## config.mk

```make
export PLATFORM = sky130hd
export DESIGN_NAME = interval_reservation_table
export DESIGN_NICKNAME = d
export VERILOG_FILES = /design/src/hdl/irt_pkg.sv /design/src/hdl/irt_front.sv /design/src/hdl/irt_back.sv /design/src/hdl/interval_reservation_table.sv
export SDC_FILE = /design/constraint.sdc
export NUM_CORES = 2
export LEC_CHECK = 0
export BUFFER_PORTS_ARGS = -buffer_cell sky130_fd_sc_hd__buf_2
export CAP_MARGIN = 20
export CORE_MARGIN = 2
export CORE_UTILIZATION = 63
export DETAILED_ROUTE_END_ITERATION = 8
export PLACE_DENSITY = 0.79
export SETUP_SLACK_MARGIN = 0.4
export SYNTH_ARGS = -nofsm -noshare
export SYNTH_HDL_FRONTEND = slang
export SYNTH_HIERARCHICAL = 1
export SYNTH_SLANG_ARGS = --single-unit
```

## constraint.sdc

```tcl
create_clock -name i_clk -period 6.8 [get_ports i_clk]
set_input_delay 0.34 -clock i_clk [delete_from_list [all_inputs] [get_ports i_clk]]
set_output_delay 0.34 -clock i_clk [all_outputs]
set_load 0.02 [all_outputs]
```

## src/hdl/irt_pkg.sv

```systemverilog
// Shared constants, types and helpers of the interval reservation table.
package irt_pkg;
    localparam int POOL_ENTRIES  = 32;
    localparam int NUM_RESOURCES = 22;
    localparam int ENTRY_W = $clog2(POOL_ENTRIES);
    localparam int LINK_W  = $clog2(POOL_ENTRIES + 1);
    localparam int RES_W   = (NUM_RESOURCES > 1) ? $clog2(NUM_RESOURCES) : 1;
    localparam int STEP_W  = $clog2(POOL_ENTRIES + 1);
    localparam logic [LINK_W-1:0] LINK_NULL = LINK_W'(POOL_ENTRIES);
    localparam logic [7:0] NODE_BASE_RST = 8'd80;
    localparam int QUEUE_DEPTH = 2;

    localparam logic [2:0] ST_OK        = 3'd0;
    localparam logic [2:0] ST_CONFLICT  = 3'd1;
    localparam logic [2:0] ST_POOL_FULL = 3'd2;
    localparam logic [2:0] ST_EMPTY     = 3'd3;
    localparam logic [2:0] ST_MISMATCH  = 3'd4;
    localparam logic [2:0] ST_BAD_RES   = 3'd5;

    localparam logic MODE_RESERVE = 1'b0;
    localparam logic MODE_RELEASE = 1'b1;

    typedef struct packed {
        logic              mode;
        logic              bad;
        logic [RES_W-1:0]  res;
        logic [31:0]       start_time;
        logic [31:0]       end_time;
    } t_cmd;

    function automatic logic is_entry(input logic [LINK_W-1:0] l);
        return l < LINK_NULL;
    endfunction

    // Link value a pool entry holds right after reset.
    function automatic logic [LINK_W-1:0] reset_link(input logic [ENTRY_W-1:0] a);
        logic [LINK_W-1:0] nxt;
        nxt = LINK_W'(a) + LINK_W'(1);
        return nxt;
    endfunction
endpackage

```

## src/hdl/irt_front.sv

```systemverilog
// Front end: input channel, resource mapping, classification and command queue.
module irt_front
    import irt_pkg::*;
(
    input  logic        i_clk,
    input  logic        i_rst_n,
    input  logic        i_cfg_we,
    input  logic [7:0]  i_cfg_data,
    input  logic        i_valid,
    output logic        o_stall,
    input  logic        i_mode,
    input  logic [7:0]  i_node_index,
    input  logic [31:0] i_start_time,
    input  logic [31:0] i_end_time,
    output logic        o_q_valid,
    output t_cmd        o_q_cmd,
    input  logic        i_q_pop
);
    logic [7:0] r_node_base;
    t_cmd       r_q [QUEUE_DEPTH];
    logic       r_wp, r_rp;
    logic [1:0] r_cnt;
    logic [7:0] res_full;
    t_cmd       cmd_in;
    logic       push, pop;

    always_comb begin
        res_full          = i_node_index - r_node_base;
        cmd_in.mode       = i_mode;
        cmd_in.bad        = res_full >= 8'(NUM_RESOURCES);
        cmd_in.res        = res_full[RES_W-1:0];
        cmd_in.start_time = i_start_time;
        cmd_in.end_time   = i_end_time;
    end

    assign o_stall   = (r_cnt == 2'(QUEUE_DEPTH));
    assign push      = i_valid && !o_stall;
    assign o_q_valid = (r_cnt != 2'd0);
    assign pop       = i_q_pop && o_q_valid;
    assign o_q_cmd   = r_q[r_rp];

    always_ff @(posedge i_clk) begin
        if (!i_rst_n) begin
            r_node_base <= NODE_BASE_RST;
            r_wp        <= 1'b0;
            r_rp        <= 1'b0;
            r_cnt       <= 2'd0;
        end else begin
            if (i_cfg_we) r_node_base <= i_cfg_data;
            if (push) r_wp <= ~r_wp;
            if (pop) r_rp <= ~r_rp;
            r_cnt <= r_cnt + 2'(push) - 2'(pop);
        end
    end

    always_ff @(posedge i_clk) begin
        if (push) r_q[r_wp] <= cmd_in;
    end
endmodule

```

## src/hdl/irt_back.sv

```systemverilog
// Back end: list walker, pool memories and result register.
module irt_back
    import irt_pkg::*;
(
    input  logic        i_clk,
    input  logic        i_rst_n,
    input  logic        i_q_valid,
    input  t_cmd        i_q_cmd,
    output logic        o_q_pop,
    output logic        o_valid,
    input  logic        i_stall,
    output logic [2:0]  o_status,
    output logic [4:0]  o_slot
);
    typedef enum logic [6:0] {
        S_IDLE  = 7'b0000001,
        S_WALK  = 7'b0000010,
        S_ALLOC = 7'b0000100,
        S_FILL  = 7'b0001000,
        S_LINK  = 7'b0010000,
        S_REL   = 7'b0100000,
        S_DONE  = 7'b1000000
    } t_state;

    t_state r_state;
    t_cmd   r_cmd;
    logic [LINK_W-1:0]  r_head [NUM_RESOURCES];
    logic [LINK_W-1:0]  r_free, r_cur, r_prev, r_before, r_after;
    logic               r_placed;
    logic [STEP_W-1:0]  r_steps;
    logic [ENTRY_W-1:0] r_fresh;
    logic [2:0]         r_status;
    logic [ENTRY_W-1:0] r_slot;
    logic               r_ovalid;
    logic [2:0]         r_ostatus;
    logic [4:0]         r_oslot;

    logic [31:0]        m_start [POOL_ENTRIES];
    logic [31:0]        m_end   [POOL_ENTRIES];
    logic [LINK_W-1:0]  m_link  [POOL_ENTRIES];
    logic [POOL_ENTRIES-1:0] r_lvalid;
    logic [31:0]        r_rd_start, r_rd_end;
    logic [LINK_W-1:0]  r_rd_link;

    logic               rd_en;
    logic [ENTRY_W-1:0] rd_addr;
    logic               se_we;
    logic               lk_we;
    logic [ENTRY_W-1:0] lk_addr;
    logic [LINK_W-1:0]  lk_data;
    logic               ov;
    logic [LINK_W-1:0]  head_sel;
    logic [STEP_W-1:0]  steps_nx;

    assign o_valid  = r_ovalid;
    assign o_status = r_ostatus;
    assign o_slot   = r_oslot;
    assign o_q_pop  = (r_state == S_IDLE);

    always_comb begin
        // A bad resource number may lie past the last head, so never index with it.
        head_sel = i_q_cmd.bad ? LINK_NULL : r_head[i_q_cmd.res];
        ov = (r_rd_start <= r_cmd.end_time && r_rd_end >= r_cmd.start_time) ||
             (r_rd_end <= r_cmd.start_time && r_rd_start >= r_cmd.end_time);
        steps_nx = r_steps + STEP_W'(1);
        rd_en   = 1'b0;
        rd_addr = '0;
        se_we   = 1'b0;
        lk_we   = 1'b0;
        lk_addr = '0;
        lk_data = '0;
        case (r_state)
            S_IDLE: begin
                rd_en   = 1'b1;
                rd_addr = head_sel[ENTRY_W-1:0];
            end
            S_WALK: begin
                rd_en   = 1'b1;
                rd_addr = r_rd_link[ENTRY_W-1:0];
            end
            S_ALLOC: begin
                rd_en   = 1'b1;
                rd_addr = r_free[ENTRY_W-1:0];
            end
            S_FILL: begin
                se_we   = 1'b1;
                lk_we   = 1'b1;
                lk_addr = r_fresh;
                lk_data = r_after;
            end
            S_LINK: begin
                lk_we   = is_entry(r_before);
                lk_addr = r_before[ENTRY_W-1:0];
                lk_data = LINK_W'(r_fresh);
            end
            S_REL: begin
                lk_we   = r_rd_start == r_cmd.start_time;
                lk_addr = r_cur[ENTRY_W-1:0];
                lk_data = r_free;
            end
            default: ;
        endcase
    end

    always_ff @(posedge i_clk) begin
        if (rd_en) begin
            r_rd_start <= m_start[rd_addr];
            r_rd_end   <= m_end[rd_addr];
            r_rd_link  <= r_lvalid[rd_addr] ? m_link[rd_addr] :
                          ((rd_addr == ENTRY_W'(POOL_ENTRIES - 1)) ? LINK_NULL
                                                                   : reset_link(rd_addr));
        end
        if (se_we) begin
            m_start[r_fresh] <= r_cmd.start_time;
            m_end[r_fresh]   <= r_cmd.end_time;
        end
        if (lk_we) m_link[lk_addr] <= lk_data;
    end

    always_ff @(posedge i_clk) begin
        if (!i_rst_n) begin
            r_state  <= S_IDLE;
            r_lvalid <= '0;
            r_free   <= '0;
            r_ovalid <= 1'b0;
            for (int i = 0; i < NUM_RESOURCES; i++) r_head[i] <= LINK_NULL;
        end else begin
            if (lk_we) r_lvalid[lk_addr] <= 1'b1;
            if (r_state == S_DONE && (!r_ovalid || !i_stall)) r_ovalid <= 1'b1;
            else if (r_ovalid && !i_stall) r_ovalid <= 1'b0;
            case (r_state)
                S_IDLE: begin
                    if (i_q_valid) begin
                        r_cmd    <= i_q_cmd;
                        r_cur    <= head_sel;
                        r_prev   <= LINK_NULL;
                        r_placed <= 1'b0;
                        r_steps  <= '0;
                        r_slot   <= '0;
                        if (i_q_cmd.bad) begin
                            r_status <= ST_BAD_RES;
                            r_state  <= S_DONE;
                        end else if (i_q_cmd.mode == MODE_RELEASE) begin
                            if (is_entry(head_sel)) begin
                                r_state <= S_REL;
                            end else begin
                                r_status <= ST_EMPTY;
                                r_state  <= S_DONE;
                            end
                        end else begin
                            r_state <= is_entry(head_sel) ? S_WALK : S_ALLOC;
                        end
                    end
                end
                S_WALK: begin
                    if (ov) begin
                        r_status <= ST_CONFLICT;
                        r_state  <= S_DONE;
                    end else begin
                        if (!r_placed && r_rd_start > r_cmd.start_time) begin
                            r_placed <= 1'b1;
                            r_before <= r_prev;
                            r_after  <= r_cur;
                        end
                        r_prev  <= r_cur;
                        r_cur   <= r_rd_link;
                        r_steps <= steps_nx;
                        if (!(is_entry(r_rd_link) && steps_nx < STEP_W'(POOL_ENTRIES)))
                            r_state <= S_ALLOC;
                    end
                end
                S_ALLOC: begin
                    if (!is_entry(r_free)) begin
                        r_status <= ST_POOL_FULL;
                        r_state  <= S_DONE;
                    end else begin
                        r_fresh <= r_free[ENTRY_W-1:0];
                        if (!r_placed) begin
                            r_before <= r_prev;
                            r_after  <= r_cur;
                        end
                        r_state <= S_FILL;
                    end
                end
                S_FILL: begin
                    r_free  <= r_rd_link;
                    r_state <= S_LINK;
                end
                S_LINK: begin
                    if (!is_entry(r_before)) r_head[r_cmd.res] <= LINK_W'(r_fresh);
                    r_status <= ST_OK;
                    r_slot   <= r_fresh;
                    r_state  <= S_DONE;
                end
                S_REL: begin
                    if (r_rd_start != r_cmd.start_time) begin
                        r_status <= ST_MISMATCH;
                    end else begin
                        r_head[r_cmd.res] <= r_rd_link;
                        r_free   <= r_cur;
                        r_status <= ST_OK;
                        r_slot   <= r_cur[ENTRY_W-1:0];
                    end
                    r_state <= S_DONE;
                end
                S_DONE: begin
                    if (!r_ovalid || !i_stall) begin
                        r_state  <= S_IDLE;
                    end
                end
                default: r_state <= S_IDLE;
            endcase
        end
    end

    always_ff @(posedge i_clk) begin
        if (r_state == S_DONE && (!r_ovalid || !i_stall)) begin
            r_ostatus <= r_status;
            r_oslot   <= 5'(r_slot);
        end
    end
endmodule

```

## src/hdl/interval_reservation_table.sv

```systemverilog
// Interval reservation table: per-resource start-ordered interval lists over a shared pool.
// Input channel (i_valid/o_stall) takes reserve or release transactions; output channel
// (o_valid/i_stall) returns one status and slot per transaction, in order.
// i_cfg_we writes node_base (node index of resource zero); the user must write it only
// while the block is idle, which the block itself does not enforce. The front maps the
// node to a resource and queues up to two transactions, so the input keeps flowing while
// the back end works or the receiver stalls. A bad resource goes from idle straight to
// done; a release checks the head entry; a reserve walks the list (a conflict stops the
// walk early), then allocates, fills and links a free entry, if one is left. The back end
// works on one transaction at a time, reading one pool entry per cycle from a single-ported
// pool memory, which sets throughput.
// A stalled result holds in the output register; the back end waits in its done state
// until that register frees.
// Reset (synchronous, active low): all lists empty, all 32 pool entries on the free
// list, node_base 80, queue and output empty. No clearing pass is needed.
// Status codes: ok, conflict, pool full, list empty, start mismatch, bad resource;
// slot is zero on any status but ok.
module interval_reservation_table
    import irt_pkg::*;
(
    input  logic        i_clk,
    input  logic        i_rst_n,
    input  logic        i_cfg_we,
    input  logic [7:0]  i_cfg_data,
    input  logic        i_valid,
    output logic        o_stall,
    input  logic        i_mode,
    input  logic [7:0]  i_node_index,
    input  logic [31:0] i_start_time,
    input  logic [31:0] i_end_time,
    output logic        o_valid,
    input  logic        i_stall,
    output logic [2:0]  o_status,
    output logic [4:0]  o_slot
);
    logic q_valid, q_pop;
    t_cmd q_cmd;

    irt_front u_front (
        .i_clk, .i_rst_n, .i_cfg_we, .i_cfg_data, .i_valid, .o_stall,
        .i_mode, .i_node_index, .i_start_time, .i_end_time,
        .o_q_valid(q_valid), .o_q_cmd(q_cmd), .i_q_pop(q_pop)
    );

    irt_back u_back (
        .i_clk, .i_rst_n, .i_q_valid(q_valid), .i_q_cmd(q_cmd), .o_q_pop(q_pop),
        .o_valid, .i_stall, .o_status, .o_slot
    );

    a_slot_zero: assert property (@(posedge i_clk) disable iff (!i_rst_n)
        o_valid && o_status != ST_OK |-> o_slot == 5'd0)
        else $error("slot not zero on failure");

    a_status_range: assert property (@(posedge i_clk) disable iff (!i_rst_n)
        o_valid |-> o_status <= ST_BAD_RES)
        else $error("status code out of range");

    a_bad_res: assert property (@(posedge i_clk) disable iff (!i_rst_n)
        q_valid && q_pop && q_cmd.bad |=> ##1 o_valid && o_status == ST_BAD_RES ||
        $past(o_valid && i_stall))
        else $error("bad resource not reported");
endmodule

```

### After elaboration in Yosys (flattened, before gate mapping)

Memory sizes are Yosys's and may differ from the RTL's. A register that Yosys moved wholly into a read port is not among the register bits.
Cells that the tools add are included.

* bits in latches: 0
* RAM bits: 2514
* bits in registers: 185
* bits of input ports: 86
* memories kept: 5
* memory bits (read-only): 0
* logic and storage cells: 190
* output and inout port bits: 10

* div/mod/pow operators: 0
* muxes and demuxes: 82
* magnitude comparators: 14
* shift operators: 0
* add/subtract/negate cells: 5
* reduce and logical (&&, ||, !) cells: 34
* bitwise logic cells: 4
* equality and inequality tests: 23
* multiply operators: 0

Memory list
* u_back.m_end: words 32, bits a word 32, read ports 1, clocked after Yosys merged registers in 1, write ports 1, RTL line irt_back.sv:39 `logic [31:0] m_end [POOL_ENTRIES];`
* u_back.m_start: words 32, bits a word 32, read ports 1, clocked after Yosys merged registers in 1, write ports 1, RTL line irt_back.sv:38 `logic [31:0] m_start [POOL_ENTRIES];`
* u_back.m_link: words 32, bits a word 6, read ports 1, clocked after Yosys merged registers in 0, write ports 1, RTL line irt_back.sv:40 `logic [LINK_W-1:0] m_link [POOL_ENTRIES];`
* u_front.r_q: words 2, bits a word 71, read ports 1, clocked after Yosys merged registers in 1, write ports 1, RTL line irt_front.sv:20 `t_cmd r_q [QUEUE_DEPTH];`
* u_back.r_head: words 22, bits a word 6, read ports 1, clocked after Yosys merged registers in 0, write ports 22, RTL line irt_back.sv:27 `logic [LINK_W-1:0] r_head [NUM_RESOURCES];`

Operator list (count)
* $mux 6: 20
* $pmux 6 s2: 6
* $ge 32x32->1: 2
* $le 32x32->1: 2
* $mux 7: 8
* $pmux 5 s3: 3
* $pmux 7 s6: 1
* $eq 32x32->1: 1
* $gt 32x32->1: 1
* $ne 32x32->1: 1
* $or 32x32->32: 1
* $lt 6x6->1 const B: 5
* $mux 1: 27
* $mux 3: 8
* $pmux 6 s3: 1
* $mux 5: 3
* $pmux 3 s5: 1
* $lt 5x6->1 const B: 2
* $ne 2x2->1 const B: 5
* $reduce_bool 2->1: 5
* $logic_and 1x1->1: 9
* $reduce_and 3->1: 3
* $ge 8x5->1 const B: 1
* $ne 2x1->1 const B: 4
* 35 further kinds: 42

### Longest topological paths before layout

* depth after elaboration: 8
* gate-level depth with buffers: 22
* mapped depth without buffers: 13

### Modules after synthesis

The synthesis kept the hierarchy.

Modules (own cells, without submodules)
* irt_back: cells an instance 5796, times used 1, area each 107478.1 sq um
* irt_front: cells an instance 322, times used 1, area each 5993.2 sq um

### Least setup slack after synthesis

Ideal clock, no wire load.

* path type: reg-to-reg
* start: register u_back.r_state[6]
* end: memory u_back.m_end[12][0], enable pin
* stages on the path, launching flop included: 8
* setup slack: 1766 ps
* required time: 6313 ps
* path buffers: 2
* arrival time: 4548 ps
* cells stage by stage: dfxtp_1 > nor4_1 > nor2b_1 > and3b_1 > clkbuf_1 > or3b_2 > clkbuf_1 > nor2_1

* cells in the longest elaborated chain, start to end: 4

Ends and longest elaborated chain
* from (decl): RTL line irt_back.sv:25 `t_state r_state;`
* from (signal assigned): RTL line irt_back.sv:151 `r_state <= is_entry(head_sel) ? S_WALK : S_ALLOC;`
* $eq 7x4->1: RTL line irt_back.sv:72 `case (r_state)`
* $mux 1: RTL line irt_back.sv:72
* $mux 1: RTL line irt_back.sv:113 `if (se_we) begin`
* $mux 1 (not written as such): RTL line irt_back.sv:115 `m_end[r_fresh] <= r_cmd.end_time;`
* to (decl): RTL line irt_back.sv:39

No other way between the ends.

==> results.py <==
metrics = {
    "setup_path": {
        "ff2ff_setup_slack_ns": 0.91,
        "cp.required_ns": 7.56,
        "path_class": "register to register",
        "worstRegToRegCells": 13,
        "critPathMaxStageDelay_ns": 0.66,
        "timing.critical_path.to": "u_back/r_rd_end[31]$_DFFE_PP_",
        "r2r_end": "u_back/r_rd_end[31]$_DFFE_PP_",
        "crit_slowest_cell": "buf_12",
        "startpoint_type": "register",
        "arrival_ns": 6.65,
        "path_max_fanout": 148,
        "worst_setup_path_end_kind": "register",
        "path_cells": "buf_4 > mux2_1 > buf_4 > a2111oi_0 > nor3_1 > nor4_2 > o21a_4 > buf_12 > buf_12 > mux2i_1 > mux4_2 > a22o_1 > nor2_1",
    },
    "synth": {
        "ys_top_cells_by_area": "edfxtp_1 (73%), mux2i_1 (9.4%), mux4_2 (5.8%), ha_1 (1.2%), nor2_1 (1.1%)",
        "synth_cell_types": 76,
        "synth_edf_count": 2765,
        "ys_seq_elements": 2824,
        "synthTopCellsByCount": "edfxtp_1 (2,765), mux2i_1 (1,070), nor2_1 (347)",
        "synthFlopType": "edfxtp_1",
        "synth_nets": 6314,
        "yosysSeqAreaShare": 0.742,
        "syn_area_per_cell_um2": 18.5,
        "synth_cells": 6118,
        "yosysTopAreaCellShare": 0.732,
        "ys_warn_count": 6,
        "yosysMostFrequentCell": "edfxtp_1",
        "synth_area_mm2": 0.113,
        "yosysTopAreaCell": "edfxtp_1",
        "synthArstFlopShare": 0,
    },
    "power_and_ir_drop": {
        "irDropWorstVdd_v": 0.000293,
        "power-per-cell-area_mw_per_mm2": 342,
        "p_leak_nw": 48.7,
        "power_mw": 43.5,
    },
    "clocking": {
        "clock-root-buffer": "clkbuf_16",
        "cts_buffers": 290,
        "cts_tree": "built",
        "clk_latency_ns": 0.95,
        "clockBufferDepth": 4,
        "cts_resized": 0,
        "cts.sink_count": 2824,
        "clk_pin_slew_ns": 0.06,
        "postCtsSetupBuffers": 0,
        "cts_max_level": 5,
    },
    "placed_design": {
        "port_buffers": 95,
        "gp_congestion": 0.897,
        "post_dp_cell_area_mm2": 0.117,
        "dp_hpwl_mm": 151,
    },
    "floorplan": {
        "die_y_um": 428,
        "die-width_um": 428,
        "die_area_mm2": 0.184,
        "rows": 155,
        "start_util": 0.635,
        "core_mm2": 0.179,
        "io_pins": 96,
    },
    "detailed_routing": {
        "routed_wl_mm": 276,
        "vias_per_cell": 6.62,
        "detail_route.wl_per_cell_um": 30.6,
        "firstDrtPassIters": 6,
        "first_iter_violations": 8401,
        "post-route-drc-count": 0,
        "ant_nets": 0,
        "via_count": 59767,
    },
    "worst_hold_path": {
        "hp-class": "input port to register",
    },
    "sta": {
        "period_minus_slack_ns": 5.89,
        "drv_slew": 0,
        "finClkSkew_ns": 0.0667,
        "hold_viol": 0,
        "setup_tns_ns": 0,
        "max_freq_mhz": 170,
        "rsz0062_at_grt": "false",
        "slew_headroom": 0.184,
        "setup_viol": 0,
        "fin_crit_sh": 0.867,
        "worstMarginPinSlew_ns": 1.22,
    },
    "grt": {
        "antenna_found_initial": 4,
        "overflow": 0,
        "grt_use_total": 0.300,
        "grt_pass1_wl_mm": 400,
        "grt_max_degree": 149,
        "grt_pass1_vias": 59290,
    },
    "cells_and_area": {
        "final_nets": 6673,
        "fin_area_mm2": 0.127,
        "drive_above_1_share": 0.156,
        "area_delta_synth_final_pct": 12.0,
        "fin_util": 0.712,
    },
    "flow_run": {
        "max_cap_violations": 0,
    },
    "run_status": {
        "status": "finished, final reports clean",
    },
}
[how the worst min path moves through the flow]
stage                                              start                            to  slack (ns)  cells past startpoint
after global placement    u_back/r_prev[1]$_SDFFCE_PN0P_  u_back/r_before[1]$_DFFE_PP_        0.40                      0
after CTS                                i_node_index[4]  u_front/r_q[1][68]$_DFFE_PP_        0.03                      4
after global routing                     i_node_index[4]  u_front/r_q[0][68]$_DFFE_PP_        0.11                      4
after floorplan               u_back/r_slot[0]$_DFFE_PP_    u_back/o_slot[0]$_DFFE_PP_        0.40                      0
final                                    i_node_index[4]  u_front/r_q[1][68]$_DFFE_PP_        0.08                      4
after detailed placement  u_back/r_prev[1]$_SDFFCE_PN0P_  u_back/r_before[1]$_DFFE_PP_        0.40                      0
[flip-flops by register name, summed over array words and instances (netlist names), 32 cells and up, named ones only]
name               flops
u_back/r_rd_end       32
u_back/m_end        1024
u_back/m_start      1024
u_back/r_cmd          69
u_back/r_lvalid       32
u_front/r_q          142
u_back/r_rd_start     32
u_back/m_link        192
u_back/r_head        192
[routing by layer]
metal / global-route usage / vias to the layer above / wire length, um
li1: - / 24971 / -
met1: 0.419 / 30456 / 103000
met2: 0.480 / 3738 / 133000
met3: 0.0602 / 598 / 31000
met4: 0.103 / 4 / 9800
met5: 0 / - / 23
[metrics by stage]
stage          worst slack [ns]  hold WS, ns  std cells
2_1_floorplan              1.77        0.400       6118
3_3_place_gp               1.13        0.402       8433
3_5_place_dp               1.06        0.405       8438
4_1_cts                    1.04       0.0273       9022
5_1_grt                   0.689        0.110       9032
6_report                  0.908       0.0824       9034
[critical path: cells and delay by family, from the launching register on]
family / cells / cell delay, ns
AND/OR/NAND/NOR: 3 / 0.70
multiplexers: 3 / 1.31
buffers and inverters: 4 / 1.82
AO/OA/AOI/OAI: 3 / 1.14
flip-flops: 1 / 0.34
[layout make-up]
class	instances	area (um2)
antenna	2	5.00
clock buffer	364	7730
clock inverter	128	1050
fill	10357	51500
inverter	95	359
multi-input combinational	2888	27400
sequential	2824	84200
tap	2355	2950
timing repair buffer	378	3430
[report_power, final]
group          switching (mW)  internal [mW]  total [mW]
registers               0.801           20.4        21.2
logic                    4.37           3.00        7.37
clock network            6.29           8.66        15.0
[logic make-up (layout without fill, tap and decap cells)]
| family | Yosys count | count (layout) | synth area share |
|---|---|---|---|
| DFF | 2824 | 2824 | 0.742 |
| muxes | 1451 | 1451 | 0.162 |
| and+or+nand+nor | 903 | 903 | 0.0359 |
| AOI/OAI and AO/OA | 412 | 412 | 0.0276 |
| buffers and inverters | 406 | 965 | 0.0197 |
| adders and majority gates | 110 | 110 | 0.0122 |
| xor gates and xnor gates | 12 | 12 | 0.000926 |
| other | 0 | 2 | 0 |
[cells in the final DEF (no fill, tap or decap), drive strengths merged, types with 9 or more instances in the layout]
cell type,count
buf,285
a211oi,29
nand4,25
nor3b,9
nor3,15
and2,47
a21o,37
nand2,283
nand2b,13
clkinv,104
inv,98
nor2,348
nor2b,24
nand3,61
o21ai,16
mux2i,1070
o21a,22
o211ai,11
a22oi,36
bufinv,17
a21oi,37
a22o,136
clkbuf,365
dfxtp,59
mux2,87
dlygate4sd3,92
ha,109
and3,33
edfxtp,2765
a31oi,50
mux4,294
[timing repair]
item / CTS / global route
endpoints found under the setup margin: 0 / 0
hold buffers: 92 / 0
hold endpoints to repair: 171 / 0
(Power assumes the default switching activity.)
